`src/rtl/gdod_pkg.sv`:
```
// Shared types, constants and month length lookup for the Gregorian date unit.
`default_nettype none
package gdod_pkg;

    localparam int YEAR_W          = 14;
    localparam int MONTH_W         = 4;
    localparam int DAY_W           = 5;
    localparam int DIFF_W          = 23;
    localparam int STATUS_W        = 2;
    localparam int DEF_MAX_YEAR    = 9999;
    localparam int DEF_OFFSET_BITS = 21;
    localparam int DAYS_YEAR       = 365;
    localparam int C100            = 100;
    localparam int C400            = 400;

    localparam logic [MONTH_W-1:0] MONTH_JAN  = 4'd1;
    localparam logic [MONTH_W-1:0] MONTH_FEB  = 4'd2;
    localparam logic [MONTH_W-1:0] MONTH_APR  = 4'd4;
    localparam logic [MONTH_W-1:0] MONTH_JUN  = 4'd6;
    localparam logic [MONTH_W-1:0] MONTH_SEP  = 4'd9;
    localparam logic [MONTH_W-1:0] MONTH_NOV  = 4'd11;
    localparam logic [MONTH_W-1:0] MONTH_DEC  = 4'd12;
    localparam logic [DAY_W-1:0]   LEN_LONG   = 5'd31;
    localparam logic [DAY_W-1:0]   LEN_SHORT  = 5'd30;
    localparam logic [DAY_W-1:0]   LEN_FEB    = 5'd28;
    localparam logic [DAY_W-1:0]   LEN_FEB_LP = 5'd29;

    typedef enum logic [STATUS_W-1:0] {
        ST_OK      = 2'd0,
        ST_INVALID = 2'd1,
        ST_RANGE   = 2'd2
    } t_status;

    typedef enum logic [2:0] {
        S_IDLE,
        S_PRECHK,
        S_YEAR,
        S_MONTH,
        S_DAY,
        S_WALK,
        S_FIN,
        S_OUT
    } t_state;

    typedef enum logic [3:0] {
        OP_NONE,
        OP_LOAD,
        OP_INIT,
        OP_SET_INVALID,
        OP_MONTH_INIT,
        OP_YEAR_STEP,
        OP_MONTH_STEP,
        OP_DAY_ACC,
        OP_WALK_INIT,
        OP_WALK_STEP,
        OP_SET_DIFF
    } t_op;

    typedef struct packed {
        logic func;
        logic pre_bad;
        logic year_hit;
        logic month_hit;
        logic day_bad;
        logic sel_b;
        logic walk_end;
    } t_flags;

    function automatic logic [DAY_W-1:0] f_month_len(input logic [MONTH_W-1:0] m,
                                                     input logic leap);
        logic [DAY_W-1:0] len;
        unique case (m)
            MONTH_FEB: len = leap ? LEN_FEB_LP : LEN_FEB;
            MONTH_APR, MONTH_JUN, MONTH_SEP, MONTH_NOV: len = LEN_SHORT;
            default: len = LEN_LONG;
        endcase
        return len;
    endfunction

endpackage
`default_nettype wire

```
`src/rtl/gdod_seq.sv`:
```
// Sequencer for the date unit: walks the year, month, day and offset phases.
`default_nettype none
module gdod_seq (
    input  wire logic            i_clk,
    input  wire logic            i_rst_n,
    input  wire logic            i_valid,
    input  wire logic            i_ready,
    input  wire gdod_pkg::t_flags i_flags,
    output gdod_pkg::t_op        o_op,
    output logic                 o_ready,
    output logic                 o_valid
);
    import gdod_pkg::*;

    t_state r_state;
    t_state n_state;

    always_ff @(posedge i_clk) begin
        if (!i_rst_n) begin
            r_state <= S_IDLE;
        end else begin
            r_state <= n_state;
        end
    end

    always_comb begin
        n_state = r_state;
        unique case (r_state)
            S_IDLE:   if (i_valid) n_state = S_PRECHK;
            S_PRECHK: n_state = i_flags.pre_bad ? S_OUT : S_YEAR;
            S_YEAR:   if (i_flags.year_hit) n_state = S_MONTH;
            S_MONTH:  if (i_flags.month_hit) n_state = S_DAY;
            S_DAY: begin
                priority if (i_flags.day_bad) n_state = S_OUT;
                else if (!i_flags.func) n_state = S_WALK;
                else if (!i_flags.sel_b) n_state = S_YEAR;
                else n_state = S_FIN;
            end
            S_WALK:   if (i_flags.walk_end) n_state = S_OUT;
            S_FIN:    n_state = S_OUT;
            S_OUT:    if (i_ready) n_state = S_IDLE;
            default:  n_state = S_IDLE;
        endcase
    end

    always_comb begin
        o_op    = OP_NONE;
        o_ready = 1'b0;
        o_valid = 1'b0;
        unique case (r_state)
            S_IDLE: begin
                o_ready = 1'b1;
                if (i_valid) o_op = OP_LOAD;
            end
            S_PRECHK: o_op = i_flags.pre_bad ? OP_SET_INVALID : OP_INIT;
            S_YEAR:   o_op = i_flags.year_hit ? OP_MONTH_INIT : OP_YEAR_STEP;
            S_MONTH:  o_op = i_flags.month_hit ? OP_NONE : OP_MONTH_STEP;
            S_DAY: begin
                priority if (i_flags.day_bad) o_op = OP_SET_INVALID;
                else if (!i_flags.func) o_op = OP_WALK_INIT;
                else o_op = OP_DAY_ACC;
            end
            S_WALK:   o_op = OP_WALK_STEP;
            S_FIN:    o_op = OP_SET_DIFF;
            S_OUT:    o_valid = 1'b1;
            default:  o_op = OP_NONE;
        endcase
    end

endmodule
`default_nettype wire

```
`src/rtl/gdod_dp.sv`:
```
// Datapath for the date unit: one shared adder, year and month counters, result regs.
`default_nettype none
module gdod_dp #(
    parameter int MAX_YEAR    = gdod_pkg::DEF_MAX_YEAR,
    parameter int OFFSET_BITS = gdod_pkg::DEF_OFFSET_BITS
) (
    input  wire logic                            i_clk,
    input  wire gdod_pkg::t_op                   i_op,
    input  wire logic                            i_func,
    input  wire logic [gdod_pkg::YEAR_W-1:0]     i_year_a,
    input  wire logic [gdod_pkg::MONTH_W-1:0]    i_month_a,
    input  wire logic [gdod_pkg::DAY_W-1:0]      i_day_a,
    input  wire logic [gdod_pkg::YEAR_W-1:0]     i_year_b,
    input  wire logic [gdod_pkg::MONTH_W-1:0]    i_month_b,
    input  wire logic [gdod_pkg::DAY_W-1:0]      i_day_b,
    input  wire logic signed [OFFSET_BITS-1:0]   i_day_offset,
    output gdod_pkg::t_flags                     o_flags,
    output logic [gdod_pkg::YEAR_W-1:0]          o_res_year,
    output logic [gdod_pkg::MONTH_W-1:0]         o_res_month,
    output logic [gdod_pkg::DAY_W-1:0]           o_res_day,
    output logic signed [gdod_pkg::DIFF_W-1:0]   o_day_difference,
    output logic [gdod_pkg::STATUS_W-1:0]        o_status
);
    import gdod_pkg::*;

    localparam int YW = ($clog2(MAX_YEAR + 1) > YEAR_W) ? $clog2(MAX_YEAR + 1) : YEAR_W;
    localparam int AW = (OFFSET_BITS + 2 > 25) ? OFFSET_BITS + 2 : 25;
    localparam logic [YW-1:0] MAX_Y = YW'(MAX_YEAR);
    localparam logic [6:0] C100_TOP = 7'(C100 - 1);
    localparam logic [8:0] C400_TOP = 9'(C400 - 1);

    logic                   r_func, n_func;
    logic [YEAR_W-1:0]      r_ya, n_ya, r_yb, n_yb;
    logic [MONTH_W-1:0]     r_ma, n_ma, r_mb, n_mb;
    logic [DAY_W-1:0]       r_da, n_da, r_db, n_db;
    logic [OFFSET_BITS-1:0] r_off, n_off;
    logic [YW-1:0]          r_y, n_y;
    logic [MONTH_W-1:0]     r_m, n_m;
    logic [DAY_W-1:0]       r_d, n_d;
    logic [6:0]             r_c100, n_c100;
    logic [8:0]             r_c400, n_c400;
    logic [AW-1:0]          r_acc, n_acc;
    logic                   r_sel_b, n_sel_b;
    logic [YEAR_W-1:0]      r_res_year, n_res_year;
    logic [MONTH_W-1:0]     r_res_month, n_res_month;
    logic [DAY_W-1:0]       r_res_day, n_res_day;
    logic [DIFF_W-1:0]      r_diff, n_diff;
    t_status                r_status, n_status;

    logic [YEAR_W-1:0]  y_tgt;
    logic [MONTH_W-1:0] m_tgt;
    logic [DAY_W-1:0]   d_tgt;
    logic               leap;
    logic [DAY_W-1:0]   mlen_cur, mlen_tgt, mlen_prev;
    logic               fwd;
    logic [5:0]         rem1;
    logic [8:0]         mag;
    logic               neg;
    logic [AW-1:0]      opnd, sum;
    logic               end_ok, oor, fits;
    logic [6:0]         c100_inc, c100_dec;
    logic [8:0]         c400_inc, c400_dec;
    logic               bad_a, bad_b;

    assign y_tgt = r_sel_b ? r_yb : r_ya;
    assign m_tgt = r_sel_b ? r_mb : r_ma;
    assign d_tgt = r_sel_b ? r_db : r_da;

    assign leap      = ((r_y[1:0] == 2'd0) && (r_c100 != 7'd0)) || (r_c400 == 9'd0);
    assign mlen_cur  = f_month_len(r_m, leap);
    assign mlen_tgt  = f_month_len(m_tgt, leap);
    assign mlen_prev = f_month_len(r_m - 4'd1, leap);
    assign fwd       = ~r_acc[AW-1];
    assign rem1      = 6'(mlen_cur) - 6'(r_d) + 6'd1;

    assign c100_inc = (r_c100 == C100_TOP) ? 7'd0 : r_c100 + 7'd1;
    assign c100_dec = (r_c100 == 7'd0) ? C100_TOP : r_c100 - 7'd1;
    assign c400_inc = (r_c400 == C400_TOP) ? 9'd0 : r_c400 + 9'd1;
    assign c400_dec = (r_c400 == 9'd0) ? C400_TOP : r_c400 - 9'd1;

    // shared adder operand
    always_comb begin
        mag = 9'd0;
        neg = 1'b0;
        unique case (i_op)
            OP_YEAR_STEP: begin
                mag = 9'(DAYS_YEAR) + 9'(leap);
                neg = r_sel_b;
            end
            OP_MONTH_STEP: begin
                mag = 9'(mlen_cur);
                neg = r_sel_b;
            end
            OP_DAY_ACC: begin
                mag = 9'(d_tgt);
                neg = r_sel_b;
            end
            OP_WALK_STEP: begin
                mag = fwd ? 9'(rem1) : 9'(r_d);
                neg = fwd;
            end
            default: begin
                mag = 9'd0;
                neg = 1'b0;
            end
        endcase
    end

    assign opnd = neg ? -AW'(mag) : AW'(mag);
    assign sum  = r_acc + opnd;

    assign end_ok = fwd ? sum[AW-1] : (~sum[AW-1] && (sum != '0));
    assign oor    = ~end_ok && (fwd ? ((r_m == MONTH_DEC) && (r_y == MAX_Y))
                                    : ((r_m == MONTH_JAN) && (r_y == '0)));
    assign fits   = (r_acc[AW-1:DIFF_W-1] == '0) || (r_acc[AW-1:DIFF_W-1] == '1);

    assign bad_a = (YW'(r_ya) > MAX_Y) || (r_ma == 4'd0) || (r_ma > MONTH_DEC)
                || (r_da == 5'd0);
    assign bad_b = (YW'(r_yb) > MAX_Y) || (r_mb == 4'd0) || (r_mb > MONTH_DEC)
                || (r_db == 5'd0);

    assign o_flags.func      = r_func;
    assign o_flags.pre_bad   = bad_a || (r_func && bad_b);
    assign o_flags.year_hit  = (r_y == YW'(y_tgt));
    assign o_flags.month_hit = (r_m == m_tgt);
    assign o_flags.day_bad   = (d_tgt > mlen_tgt);
    assign o_flags.sel_b     = r_sel_b;
    assign o_flags.walk_end  = end_ok || oor;

    always_comb begin
        n_func      = r_func;
        n_ya        = r_ya;
        n_ma        = r_ma;
        n_da        = r_da;
        n_yb        = r_yb;
        n_mb        = r_mb;
        n_db        = r_db;
        n_off       = r_off;
        n_y         = r_y;
        n_m         = r_m;
        n_d         = r_d;
        n_c100      = r_c100;
        n_c400      = r_c400;
        n_acc       = r_acc;
        n_sel_b     = r_sel_b;
        n_res_year  = r_res_year;
        n_res_month = r_res_month;
        n_res_day   = r_res_day;
        n_diff      = r_diff;
        n_status    = r_status;
        unique case (i_op)
            OP_LOAD: begin
                n_func = i_func;
                n_ya   = i_year_a;
                n_ma   = i_month_a;
                n_da   = i_day_a;
                n_yb   = i_year_b;
                n_mb   = i_month_b;
                n_db   = i_day_b;
                n_off  = i_day_offset;
            end
            OP_INIT: begin
                n_y     = '0;
                n_c100  = 7'd0;
                n_c400  = 9'd0;
                n_acc   = '0;
                n_sel_b = 1'b0;
            end
            OP_SET_INVALID: begin
                n_res_year  = '0;
                n_res_month = '0;
                n_res_day   = '0;
                n_diff      = '0;
                n_status    = ST_INVALID;
            end
            OP_MONTH_INIT: n_m = MONTH_JAN;
            OP_YEAR_STEP: begin
                n_acc  = sum;
                n_y    = r_y + 1'b1;
                n_c100 = c100_inc;
                n_c400 = c400_inc;
            end
            OP_MONTH_STEP: begin
                n_acc = sum;
                n_m   = r_m + 4'd1;
            end
            OP_DAY_ACC: begin
                n_acc = sum;
                if (!r_sel_b) begin
                    n_sel_b = 1'b1;
                    n_y     = '0;
                    n_c100  = 7'd0;
                    n_c400  = 9'd0;
                end
            end
            OP_WALK_INIT: begin
                n_acc = AW'($signed(r_off));
                n_d   = r_da;
            end
            OP_WALK_STEP: begin
                priority if (oor) begin
                    n_res_year  = '0;
                    n_res_month = '0;
                    n_res_day   = '0;
                    n_diff      = '0;
                    n_status    = ST_RANGE;
                end else if (end_ok) begin
                    n_res_year  = r_y[YEAR_W-1:0];
                    n_res_month = r_m;
                    n_res_day   = fwd ? (r_d + r_acc[DAY_W-1:0]) : sum[DAY_W-1:0];
                    n_diff      = '0;
                    n_status    = ST_OK;
                end else if (fwd) begin
                    n_acc = sum;
                    n_d   = 5'd1;
                    if (r_m == MONTH_DEC) begin
                        n_m    = MONTH_JAN;
                        n_y    = r_y + 1'b1;
                        n_c100 = c100_inc;
                        n_c400 = c400_inc;
                    end else begin
                        n_m = r_m + 4'd1;
                    end
                end else begin
                    n_acc = sum;
                    if (r_m == MONTH_JAN) begin
                        n_m    = MONTH_DEC;
                        n_d    = LEN_LONG;
                        n_y    = r_y - 1'b1;
                        n_c100 = c100_dec;
                        n_c400 = c400_dec;
                    end else begin
                        n_m = r_m - 4'd1;
                        n_d = mlen_prev;
                    end
                end
            end
            OP_SET_DIFF: begin
                n_res_year  = '0;
                n_res_month = '0;
                n_res_day   = '0;
                n_diff      = fits ? r_acc[DIFF_W-1:0] : '0;
                n_status    = fits ? ST_OK : ST_RANGE;
            end
            default: begin
                n_func = r_func;
            end
        endcase
    end

    always_ff @(posedge i_clk) begin
        r_func      <= n_func;
        r_ya        <= n_ya;
        r_ma        <= n_ma;
        r_da        <= n_da;
        r_yb        <= n_yb;
        r_mb        <= n_mb;
        r_db        <= n_db;
        r_off       <= n_off;
        r_y         <= n_y;
        r_m         <= n_m;
        r_d         <= n_d;
        r_c100      <= n_c100;
        r_c400      <= n_c400;
        r_acc       <= n_acc;
        r_sel_b     <= n_sel_b;
        r_res_year  <= n_res_year;
        r_res_month <= n_res_month;
        r_res_day   <= n_res_day;
        r_diff      <= n_diff;
        r_status    <= n_status;
    end

    assign o_res_year       = r_res_year;
    assign o_res_month      = r_res_month;
    assign o_res_day        = r_res_day;
    assign o_day_difference = $signed(r_diff);
    assign o_status         = r_status;

endmodule
`default_nettype wire

```
`src/rtl/gregorian_date_offset_and_difference_top.sv`:
```
// Difference mode counts years and months up to date a, then up to date b; offset mode
// counts up to date a, then walks the date a month at a time; a bad month, day 0 or year
// past MAX_YEAR is answered as invalid in the pre-check state.
// Throughput: one item at a time; ready is high only while idle, the next item
// is taken the cycle after the result beat is accepted.
// Reset: synchronous active-low i_rst_n returns the sequencer to idle; datapath regs hold no reset.
`default_nettype none
module gregorian_date_offset_and_difference_top #(
    parameter int MAX_YEAR    = gdod_pkg::DEF_MAX_YEAR,
    parameter int OFFSET_BITS = gdod_pkg::DEF_OFFSET_BITS
) (
    input  wire logic                            i_clk,
    input  wire logic                            i_rst_n,
    input  wire logic                            i_valid,
    output logic                                 o_ready,
    input  wire logic                            i_func,
    input  wire logic [gdod_pkg::YEAR_W-1:0]     i_year_a,
    input  wire logic [gdod_pkg::MONTH_W-1:0]    i_month_a,
    input  wire logic [gdod_pkg::DAY_W-1:0]      i_day_a,
    input  wire logic [gdod_pkg::YEAR_W-1:0]     i_year_b,
    input  wire logic [gdod_pkg::MONTH_W-1:0]    i_month_b,
    input  wire logic [gdod_pkg::DAY_W-1:0]      i_day_b,
    input  wire logic signed [OFFSET_BITS-1:0]   i_day_offset,
    output logic                                 o_valid,
    input  wire logic                            i_ready,
    output logic [gdod_pkg::YEAR_W-1:0]          o_res_year,
    output logic [gdod_pkg::MONTH_W-1:0]         o_res_month,
    output logic [gdod_pkg::DAY_W-1:0]           o_res_day,
    output logic signed [gdod_pkg::DIFF_W-1:0]   o_day_difference,
    output logic [gdod_pkg::STATUS_W-1:0]        o_status
);
    import gdod_pkg::*;

    t_op    op;
    t_flags flags;

    gdod_seq u_seq (
        .i_clk   (i_clk),
        .i_rst_n (i_rst_n),
        .i_valid (i_valid),
        .i_ready (i_ready),
        .i_flags (flags),
        .o_op    (op),
        .o_ready (o_ready),
        .o_valid (o_valid)
    );

    gdod_dp #(
        .MAX_YEAR    (MAX_YEAR),
        .OFFSET_BITS (OFFSET_BITS)
    ) u_dp (
        .i_clk            (i_clk),
        .i_op             (op),
        .i_func           (i_func),
        .i_year_a         (i_year_a),
        .i_month_a        (i_month_a),
        .i_day_a          (i_day_a),
        .i_year_b         (i_year_b),
        .i_month_b        (i_month_b),
        .i_day_b          (i_day_b),
        .i_day_offset     (i_day_offset),
        .o_flags          (flags),
        .o_res_year       (o_res_year),
        .o_res_month      (o_res_month),
        .o_res_day        (o_res_day),
        .o_day_difference (o_day_difference),
        .o_status         (o_status)
    );

    a_no_overlap: assert property (@(posedge i_clk) disable iff (!i_rst_n)
        !(o_valid && o_ready))
        else $error("ready and result valid high together");

    a_busy_after_accept: assert property (@(posedge i_clk) disable iff (!i_rst_n)
        (i_valid && o_ready) |=> !o_ready)
        else $error("still ready after input beat");

    a_err_zero: assert property (@(posedge i_clk) disable iff (!i_rst_n)
        (o_valid && (o_status != ST_OK)) |->
        ((o_res_year == '0) && (o_res_month == '0) && (o_res_day == '0)
         && (o_day_difference == '0)))
        else $error("result fields not cleared on error status");

    a_date_xor_diff: assert property (@(posedge i_clk) disable iff (!i_rst_n)
        (o_valid && (o_status == ST_OK) && (o_res_month != '0)) |->
        ((o_day_difference == '0) && (o_res_month <= MONTH_DEC) && (o_res_day != '0)))
        else $error("date result malformed");

endmodule
`default_nettype wire
```
`config.mk`:
```
export PLATFORM = sky130hd
export DESIGN_NAME = gregorian_date_offset_and_difference_top
export DESIGN_NICKNAME = d
export VERILOG_FILES = /design/src/rtl/gdod_pkg.sv /design/src/rtl/gdod_seq.sv /design/src/rtl/gdod_dp.sv /design/src/rtl/gregorian_date_offset_and_difference_top.sv
export SDC_FILE = /design/constraint.sdc
export NUM_CORES = 1
export LEC_CHECK = 0
export BUFFER_PORTS_ARGS = -buffer_cell sky130_fd_sc_hd__buf_2
export CORE_AREA = 3 3 134 162
export CTS_BUF_LIST = sky130_fd_sc_hd__clkbuf_8
export DETAILED_ROUTE_END_ITERATION = 7
export DIE_AREA = 0 0 137 165
export MAX_ROUTING_LAYER = met4
export PLACE_DENSITY = 0.79
export SLEW_MARGIN = 20
export SYNTH_ARGS = -nofsm -noshare
export SYNTH_HDL_FRONTEND = slang
export SYNTH_SLANG_ARGS = --single-unit
export TNS_END_PERCENT = 10
```
`constraint.sdc`:
```
create_clock -name i_clk -period 8.87 [get_ports i_clk]
set_input_delay 0.887 -clock i_clk [delete_from_list [all_inputs] [get_ports i_clk]]
set_output_delay 0.887 -clock i_clk [all_outputs]
set_load 0.01 [all_outputs]
```
==> results.md <==
* Clock tree buffer depth at 2
* Vias in the first global route at 8488
* Clk_lat worst skew at 0.50 ns
* PwrDens at 380 mW/mm^2
* Tmin final at 8.49 ns
* Overall Power at 4.76 mW
* Total CTS buffers at 17
* Drt initial violations at 950
* Endpoints failing hold at 0
* Critical Path Sink Type: flip-flop
* DRC violations left at 0
* Die Span Y at 165 microns
* Max incr delay on CP at 0.53 ns
* Clock skew at 0.0207 ns
* Slew HR at 0.309
* Worst Path Max Fanout at 30
* Most used cell, CP: ha_1
* Drt wl/cell at 19.5 microns
* Unique cell type count in the Yosys netlist at 85
* Post-Synth XOR/XNOR Area at 0.0521
* Die width at 137 microns
* Clock root buffer: clkbuf_8
* CTS Sinks at 184
* Die ar. at 0.0226 sq mm
* Simple-gate share of the synthesized area at 0.169
* Vias at 8872
* Clock Pin Slew Worst Setup and Hold Paths at 0.10 ns
* Dpl cells at 1415
* Initial antenna violation count at 0
* Syn Inst Count at 1066
* Ports at 122
* Main synth FF type: edfxtp_1
* Count of pins over their slew limit at 0
* Vias per cell at 6.13
* Outcome: finished clean
* Synth Area per Inst at 10.6 sq um
* Most frequent cells in the layout: edfxtp_1 (181), buf_2 (121), nand2_1 (80)
* CP Data Arrival Time at 8.68 ns
* Compound-Gate Fraction of Synth Area at 0.164
* CORE AREA at 0.0203 sq mm
* Post-Synth Adder-Cell Area at 0.0659
* Total Neg Setup Slack at 0 ns
* Worst EP required at 9.06 ns
* H-Tree Depth at 4
* Max-Cap Viols at 0
* 1st-pass router iterations at 6
* Unrepaired setup endpoints after global routing: no
* Leakage at 4.95 nW
* Largest net degree at the start of global routing at 70
* CTS tree: yes
* Post-synth net total at 1193
* Final ANT Viol Nets at 0
* Max VDD drop at 0.191 mV
* Post-CTS Setup Inserts at 0
* Crit Path Category: flip-flop to flip-flop
* Post-synth EDFFs at 181
* Register area share after synthesis at 0.488
* Pre-CTS setup slack at 0.292 ns
* First-pass GRT wire length at 44.2 mm
* Largest family of logic cells by synthesized area: simple AND/OR/NAND/NOR gates
* Worst-margin pin slew at 1.03 ns
* Gr usage total at 0.260
* Synth Warn # at 0
* Final core utilization at 0.619
* Routed WL at 28.2 mm
* Slowest CP cell: a2111oi_0
* IO buf count at 121
* Mapped Area at 0.0113 sq mm
* FP Rows at 57
* Post-route insts no fill at 1447
* Hold crit path type: flip-flop to flip-flop
* Crit share post-route at 0.957
* GP Congestion at 0.971
* Seq cells post-synth at 184
* Commonest non-fill, non-tap cell in the layout: edfxtp_1
* Total grt overflow at 0
* Worst Setup Start Kind: flip-flop
* Area delta synth->final at 11.3%
* Antenna cells at 0
* Filler Cell Count at 1685
* Fraction of layout cells with a size suffix above 1 at 0.177
* Post-synthesis mux area share at 0.0272
* Asr flop ratio synth at 0
* Nets at 1296
* Initial Util at 0.556
* Final setup violation count at 0
* Final setup margin at 0.383 ns
* F_max at 118 MHz
* DP Wirelength at 20.7 mm
==> per-layer routing <==
metal,routed length (microns),global-route usage,up-vias
li1,-,-,4210
met2,13900,0.429,377
met3,1800,0.0390,81
met4,1060,0.107,0
met5,0,-,-
met1,11400,0.321,4204
==> cells in the mapped netlist, types with 4 or more instances <==
library cell,instances,share of area
xnor2_1,51,0.040
or3_1,7,0.0039
o31ai_1,9,0.0060
nand2b_1,10,0.0056
o22ai_1,13,0.0072
a22o_1,11,0.0086
o21ai_0,57,0.025
xor2_1,16,0.012
or2_2,5,0.0028
inv_1,39,0.013
a21o_1,21,0.014
nand3b_1,5,0.0033
and2_1,46,0.026
o221a_2,5,0.0050
mux2i_1,27,0.024
o211ai_1,4,0.0027
clkbuf_1,44,0.015
a211oi_1,7,0.0047
nand3_1,33,0.015
a31oi_1,7,0.0039
nand2_1,80,0.027
a21oi_1,55,0.024
ha_1,52,0.058
o21a_1,9,0.0060
o22a_1,4,0.0031
a221oi_1,14,0.011
nor2_1,80,0.027
nand4_1,10,0.0056
edfxtp_1,181,0.48
nor4_1,12,0.0067
a22oi_1,4,0.0027
and3_1,20,0.011
nor2b_1,13,0.0072
or4_1,4,0.0027
nor3_1,29,0.013
==> registers in the layout, summed over array words and instances, names as in the netlist, 7 cells and up <==
| signal | flops |
|---|---|
| u_dp.r_yb | 14 |
| u_dp.r_y | 14 |
| u_dp.r_c400 | 9 |
| u_dp.r_acc | 25 |
| u_dp.r_c100 | 7 |
| u_dp.r_off | 21 |
| u_dp.o_res_year | 14 |
| u_dp.r_ya | 14 |
| u_dp.o_day_difference | 23 |
==> cell type report <==
class / instances / area (sq um) / share of cell area
Multi-Input combinational cell: 787 / 5450 / 0.434
Inverter: 41 / 154 / 0.0123
Tap cell: 265 / 332 / 0.0264
Clock inverter: 15 / 120 / 0.00958
Sequential cell: 184 / 5500 / 0.438
Clock buffer: 17 / 234 / 0.0187
Timing Repair Buffer: 138 / 758 / 0.0605
==> repair_timing <==
action / in CTS / in global routing
resized for setup: 0 / 6
setup endpoints to repair: 0 / 123
hold buffers: 0 / 0
==> report_power, final <==
part           switching (mW)  internal (mW)
logic                    1.48          0.921
clock network           0.337          0.201
registers               0.325           1.50
total                    2.14           2.62
==> worst paths after layout <==
kind / from / endpoint / slack [ns] / depth (start not counted)
setup / recovery: u_dp.r_c100[1]$_DFFE_PP_ / u_dp.r_c100[4]$_DFFE_PP_ / 0.38 / 35
hold / removal: u_dp.r_off[15]$_DFFE_PN_ / u_dp.r_acc[15]$_DFFE_PP_ / 0.54 / 1
setup reg to reg: u_dp.r_c100[1]$_DFFE_PP_ / u_dp.r_c100[4]$_DFFE_PP_ / 0.38 / 35
hold reg to reg: u_dp.r_off[15]$_DFFE_PN_ / u_dp.r_acc[15]$_DFFE_PP_ / 0.54 / 1
==> stage by stage <==
| step | area [sq um] | hold slack (ns) |
|---|---|---|
| after floorplan | 11300 | 0.495 |
| after global placement | 12200 | 0.516 |
| after detailed placement | 12200 | 0.514 |
| after CTS | 12500 | 0.537 |
| after global routing | 12500 | 0.541 |
| final | 12500 | 0.538 |
==> worst max-delay path, delay by kind of cell (launching register included) <==
family	cells	cell delay [ns]
AOI/OAI and AO/OA	15	3.82
and+or+nand+nor	12	2.18
adders and majority gates	5	1.24
DFF	1	0.49
buffers and inverters	3	0.42
==> cells by family after synthesis <==
family / count (synthesis)
simple gates: 370
xor+xnor: 67
buf+inv: 95
mux: 30
compound gates: 262
flops: 184
fa+ha+maj: 58
(Power assumes the default switching activity.)
